--- src/hw/rtl/assert_macros.svh ---
// Assertion macros used by the frame checker RTL
`ifndef ASSERT_MACROS_SVH
`define ASSERT_MACROS_SVH

// Check a property on every rising clock edge outside reset
`define ASSERT_CLK(label, prop, msg) \
    label: assert property (@(posedge i_clk) disable iff (!i_rst_n) (prop)) \
        else $error(msg);

// Check that a condition never holds outside reset
`define ASSERT_NEVER(label, cond, msg) \
    label: assert property (@(posedge i_clk) disable iff (!i_rst_n) !(cond)) \
        else $error(msg);

`endif

--- src/hw/rtl/cfc_pkg.sv ---
// Shared types, constants and the byte-wide CRC-32 function of the frame checker
package cfc_pkg;

    localparam logic [31:0] CRC_ALL_ONES = 32'hFFFF_FFFF;
    localparam logic [31:0] CRC_POLY     = 32'hEDB8_8320;

    // Configuration register indexes
    localparam int unsigned CFG_IDX_W = 2;
    localparam logic [CFG_IDX_W-1:0] CFG_MAGIC   = 2'd0;
    localparam logic [CFG_IDX_W-1:0] CFG_VERSION = 2'd1;
    localparam logic [CFG_IDX_W-1:0] CFG_MAX_LEN = 2'd2;

    typedef enum logic [2:0] {
        ST_OK          = 3'd0,
        ST_BAD_MAGIC   = 3'd1,
        ST_BAD_VERSION = 3'd2,
        ST_TOO_LONG    = 3'd3,
        ST_BAD_CRC     = 3'd4
    } t_status;

    typedef struct packed {
        logic [31:0] expected_magic;
        logic [31:0] expected_version;
        logic [31:0] max_payload_length;
    } t_cfg;

    typedef struct packed {
        logic [7:0]  payload_byte;
        logic        is_verdict;
        t_status     status;
        logic [7:0]  message_type;
        logic [31:0] payload_length;
    } t_result;

    // Fold one byte into the reflected CRC register, one bit per step
    function automatic logic [31:0] crc_byte(input logic [31:0] crc, input logic [7:0] b);
        logic [31:0] c;
        c = crc ^ {24'd0, b};
        for (int k = 0; k < 8; k++) begin
            c = (c >> 1) ^ (CRC_POLY & {32{c[0]}});
        end
        return c;
    endfunction

endpackage

--- src/hw/rtl/cfc_frame_fsm.sv ---
// Frame parser: header phases, CRC accumulation and verdict generation
`include "assert_macros.svh"
module cfc_frame_fsm (
    input  logic            i_clk,
    input  logic            i_rst_n,
    input  cfc_pkg::t_cfg   i_cfg,
    input  logic            i_step,
    input  logic [7:0]      i_data,
    output logic            o_res_valid,
    output cfc_pkg::t_result o_res
);

    typedef enum logic [2:0] {
        PH_MAGIC   = 3'd0,
        PH_VERSION = 3'd1,
        PH_TYPE    = 3'd2,
        PH_LENGTH  = 3'd3,
        PH_PAYLOAD = 3'd4,
        PH_CRC     = 3'd5
    } t_phase;

    t_phase      r_phase, n_phase;
    logic [1:0]  r_idx, n_idx;
    logic [31:0] r_shift, n_shift;
    logic [31:0] r_crc, n_crc;
    logic [7:0]  r_type, n_type;
    logic [31:0] r_len, n_len;
    logic [31:0] r_rem, n_rem;

    logic [31:0] shifted;
    logic [31:0] crc_next;
    logic        full;
    logic        hunt;
    cfc_pkg::t_result res;
    logic        res_valid;

    assign shifted  = {i_data, r_shift[31:8]};
    assign crc_next = cfc_pkg::crc_byte(r_crc, i_data);
    assign full     = (r_idx == 2'd3);

    // Work out the next state and any result for the word at the input
    always_comb begin
        n_phase   = r_phase;
        n_idx     = r_idx;
        n_shift   = r_shift;
        n_crc     = r_crc;
        n_type    = r_type;
        n_len     = r_len;
        n_rem     = r_rem;
        hunt      = 1'b0;
        res_valid = 1'b0;
        res       = '{payload_byte: 8'd0, is_verdict: 1'b1, status: cfc_pkg::ST_OK,
                      message_type: 8'd0, payload_length: 32'd0};
        case (r_phase)
            PH_MAGIC: begin
                n_shift = shifted;
                n_idx   = 2'(r_idx + 2'd1);
                if (full) begin
                    if (shifted != i_cfg.expected_magic) begin
                        res_valid  = 1'b1;
                        res.status = cfc_pkg::ST_BAD_MAGIC;
                        hunt       = 1'b1;
                    end else begin
                        n_phase = PH_VERSION;
                        n_crc   = cfc_pkg::CRC_ALL_ONES;
                    end
                end
            end
            PH_VERSION: begin
                n_crc   = crc_next;
                n_shift = shifted;
                n_idx   = 2'(r_idx + 2'd1);
                if (full) begin
                    if (shifted != i_cfg.expected_version) begin
                        res_valid  = 1'b1;
                        res.status = cfc_pkg::ST_BAD_VERSION;
                        hunt       = 1'b1;
                    end else begin
                        n_phase = PH_TYPE;
                    end
                end
            end
            PH_TYPE: begin
                n_crc   = crc_next;
                n_type  = i_data;
                n_phase = PH_LENGTH;
                n_idx   = 2'd0;
            end
            PH_LENGTH: begin
                n_crc   = crc_next;
                n_shift = shifted;
                n_idx   = 2'(r_idx + 2'd1);
                if (full) begin
                    n_len = shifted;
                    if (shifted > i_cfg.max_payload_length) begin
                        res_valid          = 1'b1;
                        res.status         = cfc_pkg::ST_TOO_LONG;
                        res.message_type   = r_type;
                        res.payload_length = shifted;
                        hunt               = 1'b1;
                    end else begin
                        n_rem   = shifted;
                        n_phase = (shifted == 32'd0) ? PH_CRC : PH_PAYLOAD;
                    end
                end
            end
            PH_PAYLOAD: begin
                n_crc = crc_next;
                n_rem = r_rem - 32'd1;
                if (r_rem == 32'd1) begin
                    n_phase = PH_CRC;
                    n_idx   = 2'd0;
                end
                res_valid        = 1'b1;
                res.payload_byte = i_data;
                res.is_verdict   = 1'b0;
            end
            PH_CRC: begin
                n_shift = shifted;
                n_idx   = 2'(r_idx + 2'd1);
                if (full) begin
                    res_valid          = 1'b1;
                    res.status         = (shifted == (r_crc ^ cfc_pkg::CRC_ALL_ONES))
                                         ? cfc_pkg::ST_OK : cfc_pkg::ST_BAD_CRC;
                    res.message_type   = r_type;
                    res.payload_length = r_len;
                    hunt               = 1'b1;
                end
            end
            default: begin
                // Unknown phase: restart the hunt and take this word as the first magic byte
                n_phase = PH_MAGIC;
                n_idx   = 2'd1;
                n_shift = {i_data, 24'd0};
                n_crc   = cfc_pkg::CRC_ALL_ONES;
                n_type  = 8'd0;
                n_len   = 32'd0;
                n_rem   = 32'd0;
            end
        endcase
        // After a verdict, clear the frame state and hunt for the next header
        if (hunt) begin
            n_phase = PH_MAGIC;
            n_idx   = 2'd0;
            n_shift = 32'd0;
            n_crc   = cfc_pkg::CRC_ALL_ONES;
            n_type  = 8'd0;
            n_len   = 32'd0;
            n_rem   = 32'd0;
        end
    end

    // Hold the parser state; advance only when a word is stepped in
    always_ff @(posedge i_clk) begin
        if (!i_rst_n) begin
            r_phase <= PH_MAGIC;
            r_idx   <= 2'd0;
            r_shift <= 32'd0;
            r_crc   <= cfc_pkg::CRC_ALL_ONES;
            r_type  <= 8'd0;
            r_len   <= 32'd0;
            r_rem   <= 32'd0;
        end else if (i_step) begin
            r_phase <= n_phase;
            r_idx   <= n_idx;
            r_shift <= n_shift;
            r_crc   <= n_crc;
            r_type  <= n_type;
            r_len   <= n_len;
            r_rem   <= n_rem;
        end
    end

    assign o_res_valid = res_valid;
    assign o_res       = res;

    `ASSERT_CLK(a_verdict_restarts, i_step && res_valid && res.is_verdict |=> r_phase == PH_MAGIC, "verdict did not restart the hunt")
    `ASSERT_CLK(a_payload_in_phase, res_valid && !res.is_verdict |-> r_phase == PH_PAYLOAD, "payload word outside the payload phase")
    `ASSERT_NEVER(a_payload_count, r_phase == PH_PAYLOAD && r_rem == 32'd0, "payload phase with nothing left")
    `ASSERT_CLK(a_field_aligned, r_phase == PH_TYPE || r_phase == PH_PAYLOAD |-> r_idx == 2'd0, "field byte count out of step")

endmodule

--- config.mk ---
export PLATFORM = sky130hd
export DESIGN_NAME = cfc_frame_fsm
export DESIGN_NICKNAME = d
export VERILOG_FILES = /design/src/hw/rtl/cfc_pkg.sv /design/src/hw/rtl/cfc_frame_fsm.sv
export VERILOG_INCLUDE_DIRS = /design/src /design/src/hw/rtl
export SDC_FILE = /design/constraint.sdc
export NUM_CORES = 1
export LEC_CHECK = 0
export ABC_AREA = 0
export BUFFER_PORTS_ARGS = -buffer_cell sky130_fd_sc_hd__buf_2
export CAP_MARGIN = 5
export CORE_MARGIN = 5
export CORE_UTILIZATION = 40
export CTS_BUF_LIST = sky130_fd_sc_hd__clkbuf_16
export CTS_CLUSTER_SIZE = 8
export DETAILED_ROUTE_END_ITERATION = 8
export PLACE_DENSITY_LB_ADDON = 0.08
export SLEW_MARGIN = 25
export SYNTH_ARGS = -nofsm -noshare
export SYNTH_HDL_FRONTEND = slang
export SYNTH_SLANG_ARGS = --single-unit
--- constraint.sdc ---
create_clock -name i_clk -period 5.5 [get_ports i_clk]
set_input_delay 1.1 -clock i_clk [delete_from_list [all_inputs] [get_ports i_clk]]
set_output_delay 1.1 -clock i_clk [all_outputs]
set_load 0.01 [all_outputs]
-- Word-level counts from Yosys, hierarchy flattened
Index checks and enable logic that the tools add are counted.
- bitwise logic cells: 10
- equality and inequality tests: 22
- multiplexer cells: 48
- $add $sub $neg: 2
- order comparisons: 1
- reductions and logical operators: 15
- operators by type and width (kind ; count):
    2-to-1 mux 32 bit ; 9
    XOR 31 x 32 -> 32 bit ; 8
    one-hot mux 32 bit (3 select lines) ; 2
    one-hot mux 32 bit (2 select lines) ; 2
    2-to-1 mux 42 bit ; 2
    one-hot mux 40 bit (2 select lines) ; 1
    != test 32 bit ; 2
    2-to-1 mux 43 bit ; 1
    == test 32 x 1 -> 1 bit, second input constant ; 1
    == test 32 bit ; 1
    greater-than comparator 32 bit ; 1
    logical NOT 32 bit ; 1
    inverter 32 bit ; 1
    subtractor 32 x 1 -> 32 bit, second input constant ; 1
    XOR 32 x 8 -> 32 bit ; 1
    2-to-1 mux 3 bit ; 9
    != test 3 bit, second input constant ; 7
    one-hot mux 3 bit (6 select lines) ; 1
    one-hot mux 8 bit (2 select lines) ; 1
    one-hot mux 3 bit (4 select lines) ; 1
    OR reduction 4 bit ; 3
    2-to-1 mux 1 bit ; 10
    OR reduction 5 bit ; 2
    2-to-1 mux 9 bit ; 1
    18 further kinds ; 29
- logic and storage cells: 105
- input port bits: 107
- bits in registers: 141
- output and inout port bits: 53

-- Longest topological paths before layout
Gate-level depths: netlist of the first run.
- depth after elaboration: 11
- depth in mapped cells: 13
- mapped depth without buffers: 11

-- Least setup slack after synthesis of the first run
Ideal clock, no wire load.
- kind: in2out
- from: input i_cfg[31] in the netlist's numbering
- to: output o_res[0] in the netlist's numbering
- path buffers: 1
- data arrival time: 3053 ps
- cell stages on the path: 10
- path slack: 1347 ps
- required time: 4400 ps
- path through: inv_1 -> ha_1 -> nand4_1 -> nor4_1 -> nand3b_1 -> a31oi_1 -> nor2_1 -> nor2_1 -> clkbuf_1 -> a22o_1
- RTL lines (what ; line ; RTL):
    from (decl) ; cfc_frame_fsm.sv:6 ; input cfc_pkg::t_cfg i_cfg,
    to (decl) ; cfc_frame_fsm.sv:10 ; output cfc_pkg::t_result o_res

==> out/qor.yml, run 1 <==
final_antenna_net_count: 0
synth_simple_gate_area_share_pct: 15.6
synth_area_sq_um: 8680
fp.coreArea_sq_um: 21200
cts_setup_buffers: 0
synthAdderAreaFrac_pct: 5.05
synth_fp_nets: 1181
holdPathStages: 2
reg2reg_slack_ns: 1.95
clockBufferDepth: 2
hold_buffers: 0
startpoint_type: "input pin"
place_congestion: 0.943
cts_resized: 0
synth_compound_area_share_pct: 24.1
clock.fmax_mhz: 203
grt_pass1_wl_mm: 48.6
ys.flop_type: "dfxtp_1"
fin_ws_ns: 0.571
syn_area_per_cell_sq_um: 8.35
syn_inst: 1039
diodes: 0
cp-end-kind: "primary output"
cts_max_level: 4
nNetsFinal: 1313
fin_crit_ns: 4.93
io_buffers: 159
async_reset_ff_share_pct: 0
initial_core_util_pct: 40.9
remaining_drc_errors: 0
combinationalPowerShare_pct: 15.3
holdPathEnd: "r_rem[31]"
intPower_mw: 1.83
synthTopCellsByArea: "dfxtp_1 31%, xnor2_1 8.6%, xor2_1 8.6%"
crit_required_ns: 4.40
synth-edff-count: 0
wl_per_cell_microns: 22.2
switching_share_pct: 27.5
min_path_type: "flop to flop"
fp.dieH_microns: 157
grt_max_degree: 75
hp-start: "r_rem[31]"
fp.dieW_microns: 157
drv_slew: 0
drt_iter0_drc: 781
root_buffer: "clkbuf_16"
fin_crit_sh_pct: 89.6
ir_drop_uv: 210
power_density_nw_per_um2: 243
synthXorXnorAreaFrac_pct: 17.9
setup_tns_ns: 0
grt_pass1_vias: 8046
seq_area_frac_synth_pct: 30.7
crit_type: "input pin to primary output"
rsz0062_at_grt: "false"
synthToLayoutAreaGrowth_pct: 20.0
hold_viol: 0
yosys_warnings: 0
drive_gt1_share_pct: 22.2
finalSetupViolCount: 0
synth_seq_cells: 133
synth_top_family_by_area: "compound AO/OA/AOI/OAI gates"
grt_overflow: 0
worstSetupStartpoint: "i_cfg[31]"
routed_wl_mm: 32.4
muxShareOfSynthArea_pct: 0
fillCellCount: 2074
cts_tree: "built"
die_area_sq_um: 24700
row_count: 53
yosysTopAreaCell: "dfxtp_1"
r2r-start: "r_shift[8]"
status: "complete, no violations"
clkTransAtPathRegs_ns: 0.06
r2r_end: "r_rem[3]"
slew_headroom_pct: 43.0
dpl.hpwl_mm: 22.2
skew_ns: 0.00763
cts_sinks: 133
power.switching_mw: 0.697
track_usage_pct: 25.8
vias: 8440
clk_latency_ns: 0.43
p_leak_nw: 4.42
cp_max_fo: 32
worst_slew_pin_slew_ns: 0.848
pwr-share-seq_pct: 38.7
pre_cts_ws_ns: 0.614
yosys.area.top_type_share_pct: 30.7
max-cap-violations: 0
cts_buffers: 17
drtPass1Iterations: 5
rr_worst_depth: 12
crit_arrival_ns: 3.83
pwr-share-clk_pct: 45.9
ys_types: 65
routed_via_density: 5.79
grt_antenna_before_repair: 1
ios: 160
## synthesized netlist by cell type, types with 3 or more instances
master,number
a22oi_1,29
nor2_1,56
buf_2,34
o22ai_1,29
o211ai_1,9
o21a_1,6
clkbuf_1,52
inv_1,40
or4_4,3
nand3_1,16
xnor2_1,85
nor3_1,16
dfxtp_1,133
buf_4,6
and3_1,17
ha_1,35
o32ai_1,9
o31ai_1,10
nand4_1,30
nor3_2,4
a21oi_1,69
a22o_1,65
or3_1,8
a32o_1,10
a31o_2,3
o21ai_1,4
o21ai_0,24
xor2_1,85
nand2_1,74
nor4_1,28
o2bb2ai_1,3
a32oi_1,3
## how the worst max path moves through the flow
stage / to / cells past startpoint / slack, ns
after global placement: o_res[26] / 11 / 0.39
after detailed placement: o_res[16] / 11 / 0.61
after CTS: o_res[16] / 11 / 0.60
after floorplan: o_res[0] / 10 / 1.35
final: o_res[16] / 11 / 0.57
after global routing: o_res[18] / 11 / 0.40
## sequential cells by signal, summed over array words and instances (netlist names)
signal,flops
r_shift,24
r_idx,2
r_phase,3
r_len,32
r_crc,32
r_rem,32
r_type,8
## area by class of cell
class / count / area [sq um] / share of cell area [%]
repair buffers: 206 / 1160 / 11.2
clock buffers: 17 / 425 / 4.09
clock inverters: 14 / 163 / 1.56
well taps: 275 / 344 / 3.30
inverters: 42 / 158 / 1.51
multi-input cells: 771 / 5500 / 52.8
flip-flops and latches: 133 / 2660 / 25.6
## critical path, stage by stage
cell and delay [ns]:
buf_2 0.07, inv_1 0.03, ha_1 0.32, nand4_1 0.18
nor4_1 0.49, nand3b_1 0.16, a31oi_1 0.30, nor2_1 0.15
nor2_4 0.61, a22o_1 0.26, buf_2 0.13
## cell families (layout without fill, tap and decap cells)
logic type	Yosys count	after routing
AOI/OAI and AO/OA	295	295
buffers and inverters	135	279
adders and majority gates	35	35
xor gates and xnor gates	174	174
and+or+nand+nor	267	267
DFF	133	133
## power groups by stage
stage                     sequential [mW]  clock [mW]  combinational (mW)
after global placement               1.00           0               0.384
after floorplan                     0.997           0               0.254
after CTS                           0.980        1.18               0.386
after global routing                0.980        1.22               0.421
final                               0.980        1.16               0.388
after detailed placement             1.00           0               0.384
## per-stage QoR
step / power (mW) / hold slack, ns / cell area [sq um] / utilization [%] / std cells
after floorplan: 1.25 / 0.441 / 8680 / - / 1039
after global placement: 1.38 / 0.463 / 9800 / 46.2 / 1427
after detailed placement: 1.39 / 0.454 / 9810 / 46.2 / 1427
after CTS: 2.54 / 0.465 / 10400 / 49.0 / 1458
after global routing: 2.62 / 0.486 / 10400 / 49.1 / 1458
final: 2.53 / 0.464 / 10400 / 49.1 / 1458
## cells in the final DEF (no fill, tap or decap), types with 3 or more instances in the layout
master and n:
o2bb2ai_1 3, dfxtp_1 133, o21ai_1 4, clkbuf_16 17, o21ai_0 24, a32oi_1 3, xnor2_1 85, buf_2 159
o31ai_1 9, a31o_2 3, nand4_1 30, ha_1 35, nor3_2 6, xor2_1 85, clkinv_1 3, o21a_1 6
o211ai_1 9, a22o_1 65, nor4_1 28, nand3_1 16, clkinvlp_4 5, nand2_1 74, inv_1 40, nor3_1 14
a21oi_1 69, buf_4 46, o22ai_1 29, or4_4 3, nor2_1 53, o32ai_1 9, a22oi_1 29, bufinv_16 3
a32o_1 10, and3_1 17, or3_1 8
## layer usage
layer	GRT usage [%]	share of wire [%]	vias to the layer above
met5	0	0.022	-
met4	8.85	3.0	2
met3	5.53	7.6	70
met2	41.3	46	323
met1	34.6	44	4009
li1	-	-	4036
No activity file was read; power rests on OpenSTA's default activity.
==> inputs of run 2 (changes only) <==
Settings changed: REMOVE_ABC_BUFFERS set to 1.
==> run 2 against run 1 <==
  * Critical path depth unchanged
  * Final area fell by 1.2%
  * Non-clock buffer count decreased by 8
  * Combinational power fell by 3%
  * Sequential power rose by 1%
  * First-iteration DRC count rose by 9.9%
  * Via count grew 1.3%
  * Hold slack better by 0.0013 ns
  * Critical endpoint is now o_res[9]
  * Largest power group unchanged
  * Highest routed layer is now met4
==> out/qor.yml, run 2 (same netlist as run 1, synthesis figures left out) <==
status: "complete, no violations"
combinationalPowerShare_pct: 15.2  # about the same
slew_headroom_pct: 35.3  # -7.7 points
clock.fmax_mhz: 209  # +3.1%
cts_sinks: 133  # unchanged
pwr-share-clk_pct: 44.3  # -1.6 points
pwr-share-seq_pct: 40.4  # +1.7 points
mostFrequentLayoutCell: "buf_2"
min_path_type: "flop to flop"
cts_resized: 0  # unchanged
routed_wl_mm: 33.2  # +2.5%
initial_core_util_pct: 40.9  # unchanged
synthToLayoutAreaGrowth_pct: 18.6
cts_buffers: 17  # unchanged
fp.coreArea_sq_um: 21200  # unchanged
grt_pass1_vias: 8130  # +1.0%
pre_cts_ws_ns: 0.798  # +0.184 ns
crit_type: "input pin to primary output"
drv_slew: 0  # unchanged
worst_slew_pin_slew_ns: 0.963  # +0.115 ns
cp_max_fo: 32  # unchanged
crit_arrival_ns: 3.68  # -0.15 ns
hold_viol: 0  # unchanged
cts_tree: "built"
startpoint_type: "input pin"
fp.dieH_microns: 157  # unchanged
hold_buffers: 0  # unchanged
setup_tns_ns: 0  # unchanged
root_buffer: "clkbuf_16"
routed_via_density: 5.89  # +1.7%
grt_max_degree: 50  # -33%
final_antenna_net_count: 0  # unchanged
cts_setup_buffers: 0  # unchanged
power_density_nw_per_um2: 239  # -1.7%
io_buffers: 159  # unchanged
rsz0062_at_grt: "false"
fin_ws_ns: 0.720  # +0.149 ns
clkTransAtPathRegs_ns: 0.06  # about the same
cts_max_level: 4  # unchanged
crit_required_ns: 4.40  # about the same
wl_per_cell_microns: 22.9  # +3.0%
nNetsFinal: 1305  # -0.61%
ir_drop_uv: 197  # -6.3%
dpl.hpwl_mm: 22.9  # +3.4%
switching_share_pct: 30.0  # +2.5 points
fin_crit_sh_pct: 86.9  # -2.7 points
vias: 8546  # +1.3%
track_usage_pct: 25.9  # +0.11 points
fp.dieW_microns: 157  # unchanged
max-cap-violations: 0  # unchanged
regArea_sq_um: 2660  # unchanged
power.switching_mw: 0.739  # +6.1%
drive_gt1_share_pct: 21.8  # -0.46 points
fin_crit_ns: 4.78  # -0.149 ns
whs_ns: 0.465  # +0.00129 ns
clockBufferDepth: 2  # unchanged
drtPass1Iterations: 6  # +1
row_count: 53  # unchanged
ios: 160  # unchanged
drt_iter0_drc: 858  # +9.9%
finalSetupViolCount: 0  # unchanged
p_leak_nw: 4.36  # -1.3%
multi_input_area_sq_um: 5480  # -0.36%
place_congestion: 0.899  # -4.7%
cp-end-kind: "primary output"
grt_overflow: 0  # unchanged
grt_antenna_before_repair: 0  # -1
intPower_mw: 1.72  # -6.2%
grt_pass1_wl_mm: 49.2  # +1.3%
clk_latency_ns: 0.42  # about the same
die_area_sq_um: 24700  # unchanged
remaining_drc_errors: 0  # unchanged
skew_ns: 0.00876  # +0.00113 ns
layout_common_cells: "159 x buf_2, 133 x dfxtp_1, 85 x xnor2_1, 85 x xor2_1, 74 x nand2_1"
top_regs: "r_crc: 32 flops, r_len: 32 flops, r_rem: 32 flops"
fillCellCount: 2107  # +1.6%
diodes: 0  # unchanged
fin_util_pct: 48.5  # -0.57 points
run 2: layout make-up:
type / count / share of cell area, %
Tap cell: 275 / 3.34
Timing Repair Buffer: 198 / 10.6
Sequential cell: 133 / 25.9
Clock inverter: 15 / 1.30
Multi-Input combinational cell: 771 / 53.2
Inverter: 42 / 1.53
Clock buffer: 17 / 4.13
run 2: critical path, stage by stage:
cell and delay, ns:
buf_2 0.15, ha_1 0.32, nand4_1 0.20, nor4_1 0.48, nand3b_1 0.16, a31oi_1 0.33
nor2_1 0.12, nor2_2 0.09, buf_4 0.34, a22o_1 0.22, buf_2 0.13
run 2: routing by layer:
metal / vias to the layer above / share of wire, % / track usage [%]
li1: 4021 / - / -
met4: 0 / 2.9 / 8.19
met1: 4006 / 44 / 35.6
met5: - / 0 / 0
met2: 441 / 44 / 40.8
met3: 78 / 9.6 / 5.47
run 2: final timing paths:
check / slack [ns] / depth (start not counted) / startpoint / end
worst max-delay path: 0.72 / 11 / i_data[7] / o_res[9]
worst min-delay path: 0.47 / 2 / r_rem[31] / r_rem[31]
worst min register to register: 0.47 / 2 / r_rem[31] / r_rem[31]
worst max register to register: 1.38 / 11 / r_shift[8] / r_len[10]
run 2: power groups by stage:
stage | combinational, mW | sequential, mW | clock, mW
global placement | 0.373 | 1.01 | 0
floorplan | 0.214 | 1.01 | 0
global route | 0.410 | 0.993 | 1.15
detailed placement | 0.372 | 1.01 | 0
CTS | 0.374 | 0.993 | 1.11
finish | 0.375 | 0.994 | 1.09
run 2: stage by stage:
stage	total power, mW	area, sq um	cells
floorplan	1.22	8260	946
global placement	1.39	9730	1419
detailed placement	1.39	9730	1419
CTS	2.48	10300	1451
global route	2.56	10300	1451
finish	2.46	10300	1451
